--- src/rau_pkg.sv ---
// Package: shared types, codes and widths for the rational arithmetic unit.
package rau_pkg;

    localparam int VALUE_WIDTH = 32;
    localparam int MAG_W = 64;

    typedef enum logic [2:0] {
        OP_ADD     = 3'd0,
        OP_SUB     = 3'd1,
        OP_MUL     = 3'd2,
        OP_DIV     = 3'd3,
        OP_LESS    = 3'd4,
        OP_GREATER = 3'd5,
        OP_EQUAL   = 3'd6,
        OP_NONE    = 3'd7
    } op_t;

    typedef enum logic [1:0] {
        ST_OK       = 2'd0,
        ST_ZERO_DEN = 2'd1,
        ST_DIV_ZERO = 2'd2,
        ST_OVERFLOW = 2'd3
    } status_t;

    typedef struct packed {
        logic [2:0]         operation;
        logic signed [31:0] a_numerator;
        logic signed [31:0] a_denominator;
        logic signed [31:0] b_numerator;
        logic signed [31:0] b_denominator;
    } in_word_t;

    typedef struct packed {
        logic signed [31:0] result_numerator;
        logic [30:0]        result_denominator;
        logic               compare_true;
        logic [1:0]         status;
    } out_word_t;

    // Datapath micro-commands issued by the controller.
    typedef enum logic [3:0] {
        DC_NOP,
        DC_LOAD,       // capture input, set up reduction of a
        DC_RED_STEP,   // one Euclid or quotient step
        DC_SAVE_A,     // store reduced a, set up reduction of b
        DC_SAVE_B,     // store reduced b
        DC_MUL1,       // p = a.num*b.den
        DC_MUL2,       // q = b.num*a.den
        DC_MUL3,       // an*bn
        DC_MUL4,       // ad*bd
        DC_FORM,       // form result num/den, set up reduction
        DC_FINISH      // check bounds, build output word
    } dcmd_t;

    typedef struct packed {
        logic red_done;
        logic zero_den;
        logic is_cmp;
        logic div_zero;
        logic no_op;
    } dstat_t;

    typedef enum logic [3:0] {
        S_IDLE, S_LOAD, S_RED_A, S_SAVE_A, S_RED_B, S_SAVE_B,
        S_MUL1, S_MUL2, S_MUL3, S_MUL4, S_FORM, S_RED_R, S_FINISH
    } state_t;

endpackage

--- src/rau_controller.sv ---
// Controller: sequences reductions, products and the final result build.
module rau_controller
(
    input  logic            clk,
    input  logic            rst_n,
    input  logic            start,
    input  rau_pkg::dstat_t stat,
    output rau_pkg::dcmd_t  cmd,
    output logic            busy,
    output logic            done
);
    import rau_pkg::*;

    state_t state_reg, state_next;
    logic   done_reg, done_next;

    always_ff @(posedge clk or negedge rst_n)
    begin
        if (!rst_n)
        begin
            state_reg <= S_IDLE;
            done_reg  <= 1'b0;
        end
        else
        begin
            state_reg <= state_next;
            done_reg  <= done_next;
        end
    end

    always_comb
    begin
        state_next = state_reg;
        cmd        = DC_NOP;
        done_next  = 1'b0;
        unique case (state_reg)
            S_IDLE:
            begin
                if (start)
                begin
                    cmd        = DC_LOAD;
                    state_next = S_LOAD;
                end
            end
            S_LOAD:
                state_next = stat.zero_den || stat.no_op ? S_FINISH : S_RED_A;
            S_RED_A:
            begin
                cmd = DC_RED_STEP;
                if (stat.red_done)
                begin
                    cmd        = DC_SAVE_A;
                    state_next = S_SAVE_A;
                end
            end
            S_SAVE_A: begin cmd = DC_RED_STEP; state_next = S_RED_B; end
            S_RED_B:
            begin
                cmd = DC_RED_STEP;
                if (stat.red_done)
                begin
                    cmd        = DC_SAVE_B;
                    state_next = S_SAVE_B;
                end
            end
            S_SAVE_B: begin cmd = DC_MUL1; state_next = S_MUL1; end
            S_MUL1:   begin cmd = DC_MUL2; state_next = S_MUL2; end
            S_MUL2:
            begin
                if (stat.is_cmp || stat.div_zero)
                begin
                    cmd        = DC_FINISH;
                    state_next = S_FINISH;
                end
                else
                begin
                    cmd        = DC_MUL3;
                    state_next = S_MUL3;
                end
            end
            S_MUL3: begin cmd = DC_MUL4; state_next = S_MUL4; end
            S_MUL4: begin cmd = DC_FORM; state_next = S_FORM; end
            S_FORM: begin cmd = DC_RED_STEP; state_next = S_RED_R; end
            S_RED_R:
            begin
                cmd = DC_RED_STEP;
                if (stat.red_done)
                begin
                    cmd        = DC_FINISH;
                    state_next = S_FINISH;
                end
            end
            S_FINISH:
            begin
                if (stat.zero_den || stat.no_op)
                    cmd = DC_FINISH;
                done_next  = 1'b1;
                state_next = S_IDLE;
            end
            default: state_next = S_IDLE;
        endcase
    end

    // The finishing command is issued on entry to S_FINISH except on the
    // short path, where it is issued in S_FINISH; done is registered and follows in the next cycle.
    assign busy = (state_reg != S_IDLE) || done_reg;
    assign done = done_reg;
endmodule

--- config.mk ---
export PLATFORM = sky130hd
export DESIGN_NAME = rau_controller
export DESIGN_NICKNAME = d
export VERILOG_FILES = /design/src/rau_pkg.sv /design/src/rau_controller.sv
export SDC_FILE = /design/constraint.sdc
export NUM_CORES = 1
export LEC_CHECK = 0
export ABC_AREA = 1
export BUFFER_PORTS_ARGS = -buffer_cell sky130_fd_sc_hd__buf_2
export CAP_MARGIN = 10
export CORE_AREA = 4 4 41 43
export CTS_CLUSTER_SIZE = 16
export DETAILED_ROUTE_END_ITERATION = 7
export DIE_AREA = 0 0 45 47
export PLACE_DENSITY_LB_ADDON = 0.05
export SETUP_SLACK_MARGIN = 0.1
export SLEW_MARGIN = 20
export SYNTH_ARGS = -nofsm -noshare
export SYNTH_HDL_FRONTEND = slang
export SYNTH_SLANG_ARGS = --single-unit
export TNS_END_PERCENT = 10
--- constraint.sdc ---
create_clock -name clk -period 2.5 [get_ports clk]
set_input_delay 0.125 -clock clk [delete_from_list [all_inputs] [get_ports clk]]
set_output_delay 0.125 -clock clk [all_outputs]
set_load 0.02 [all_outputs]
==> summary.txt <==
number of search-and-repair iterations in the first detailed-routing pass: 4
CP Data Required Time: 2380 ps
# setup viols final: 0
synthesized net count: 79
antenna violations before repair: 0
skew final: 4.196 ps
number of max-cap violations: 0
category of the worst setup path capture point: output port
total congestion overflow after global routing: 0
final net count: 98
final hold viol count: 0
Critical Path AT: 1430 ps
average detailed-routed wire length per instance: 11.09 µm
Worst VDD drop: 0.6014 mV
Clock Root Buffer: sky130_fd_sc_hd__clkbuf_4
clock transition at the registers of the reported paths: 40 ps
ant diodes: 0
number of design-rule violations left by the first detailed-router iteration: 8
pins over their slew limit: 0
depth of the most critical reg-to-reg path: 6
core area: 0.001301 mm²
status: completed
RSZ-0062 raised after global routing: false
final routed wirelength across all metal layers: 1.153 mm
WS Path Type: flip-flop to output port
Pleak: 0.3010 nW
y dimension of the die: 47 µm
global placement routability congestion: 0.7983
estimated wirelength of the detail-placed design: 970 µm
average via count per standard cell: 4.837
count of vias placed by the detailed router: 503
count of different cell masters after synthesis: 13
upper clock frequency limit: 0.6446 GHz
maximum number of pins on one net before global-route repair: 9
Pwr Density: 1319 mW/mm²
post-synthesis to final-layout area growth: 28.66%
Std-Cell Rows: 13
Main synth FF type: sky130_fd_sc_hd__dfrtp_1
insertion delay to the later sink of the worst-skew pair: 240 ps
largest area contributor in the synthesized netlist: sky130_fd_sc_hd__dfrtp_1
instance area after placement: 503.0 µm²
first-pass GRT wire length: 1.821 mm
count of yosys warnings during synthesis: 0
combined area of all synthesized cells: 419.2 µm²
ports placed on the boundary: 14
die area: 0.002115 mm²
pin slew with the least headroom to its limit: 326.1 ps
Avg Inst Size Synth: 5.904 µm²
number of DRC violations after detailed routing: 0
count of flip-flops with a built-in enable after synthesis: 0
gate count of the mapped netlist: 71
number of port buffers: 13
flop and latch count out of synthesis: 5
# resized after CTS: 0
hold buffers post-CTS: 1
count leader, synth: sky130_fd_sc_hd__nand2_1
number of clock sinks: 5
register-to-register path setup slack: 1210 ps
Hold/Removal Path Class: primary input to asynchronous set/reset pin
number of flip-flops under the largest register name: 4
top cells by area in the synthesized netlist: sky130_fd_sc_hd__dfrtp_1, sky130_fd_sc_hd__nand2_1, sky130_fd_sc_hd__nand3_1
area of all placed cells without fillers: 539.3 µm²
number of CTS-inserted buffers: 3
register area share after synthesis: 0.2985
post-layout worst setup margin: 948.7 ps
post-route total power: 0.7115 mW
Post-DRT Antenna Nets: 0
relative slew slack: 0.7824
worst r2r src: state_reg[0]$_DFFE_PN0P_
setup TNS: 0 ps
clock buffer depth: 2
fraction of final layout cells sized beyond drive strength 1: 0.2360
number of global-route vias before repair: 444
ratio of final minimum period to clock period: 0.6205
# Post-CTS Setup Buffers: 0
minimum clock period after layout: 1551 ps
DP Worst Slack: 1204 ps
Starting Density: 0.3221
area fraction of the dominant cell type after synthesis: 0.2985
list of most frequent post-synthesis cells: sky130_fd_sc_hd__nand2_1, sky130_fd_sc_hd__nand3_1, sky130_fd_sc_hd__nor2_1, sky130_fd_sc_hd__inv_1, sky130_fd_sc_hd__dfrtp_1
H-Tree Level Count: 1
proportion of synthesized flip-flops having asynchronous set or reset: 1.000
Reg-to-Reg End: state_reg[0]$_DFFE_PN0P_
die width: 45 µm
critical path fanouts, max: 8
TritonCTS clock tree: done
fillers: 162
global router's overall resource usage: 0.1226
Startpoint Class: flip-flop
## final cells by class
class | instances | area (µm²) | area share
Multi-Input combinational cell | 59 | 267.8 | 0.4965
Sequential cell | 5 | 125.1 | 0.2320
Timing Repair Buffer | 14 | 75.07 | 0.1392
Clock buffer | 4 | 26.28 | 0.04872
Inverter | 7 | 26.28 | 0.04872
Tap cell | 15 | 18.77 | 0.03480
## power breakdown
group / total [mW] / internal [mW] / switching, mW
clock: 0.0918 / 0.0603 / 0.0316
sequential: 0.161 / 0.116 / 0.0447
combinational: 0.459 / 0.155 / 0.304
## worst max-delay path by stage
| stage | start | to | slack (ps) | cells past startpoint |
|---|---|---|---|---|
| 6_report | state_reg[0]$_DFFE_PN0P_ | cmd[2] | 950 | 5 |
| 3_3_place_gp | state_reg[1]$_DFFE_PN0P_ | cmd[2] | 1160 | 7 |
| 4_1_cts | state_reg[1]$_DFFE_PN0P_ | cmd[2] | 950 | 7 |
| 5_1_grt | state_reg[1]$_DFFE_PN0P_ | cmd[2] | 820 | 7 |
| 3_5_place_dp | state_reg[0]$_DFFE_PN0P_ | cmd[2] | 1200 | 5 |
| 2_1_floorplan | state_reg[1]$_DFFE_PN0P_ | cmd[2] | 1280 | 6 |
## routing by layer
| metal | vias up | track usage | routed length (µm) |
|---|---|---|---|
| li1 | 268 | - | - |
| met4 | 0 | 0.03509 | 0 |
| met3 | 0 | 0.04981 | 109 |
| met5 | - | 0 | 0 |
| met1 | 212 | 0.1438 | 507 |
| met2 | 23 | 0.2062 | 536 |
## critical path, stage by stage, from the launching register on
cell,delay (ps)
sky130_fd_sc_hd__dfrtp_1,420
sky130_fd_sc_hd__nor2_2,310
sky130_fd_sc_hd__o21ai_0,140
sky130_fd_sc_hd__a21oi_1,130
sky130_fd_sc_hd__nor2_1,50
sky130_fd_sc_hd__buf_2,150
## stage by stage
stage            util  cells  hold slack (ps)
2_1_floorplan       -     71           -170.6
3_3_place_gp   0.3865     99           -54.95
3_5_place_dp   0.3865     99           -56.84
4_1_cts        0.4144    104            227.3
5_1_grt        0.4144    104            253.7
6_report       0.4144    104            223.1
## cells by family after synthesis
logic type / synth area share
AOI/OAI and AO/OA: 0.07162
DFF: 0.2985
and+or+nand+nor: 0.5671
buffers and inverters: 0.06267
## placed cells by master (no fill, tap or decap), drive strengths merged
cell / instances
nand2: 25
buf: 13
nor2: 13
nand3: 11
inv: 7
dfrtp: 5
clkbuf: 4
o21ai: 3
nand4: 2
nand3b: 2
nor3: 1
a21oi: 1
o22a: 1
dlygate4sd3: 1
No activity file was read; power rests on OpenSTA's default activity.
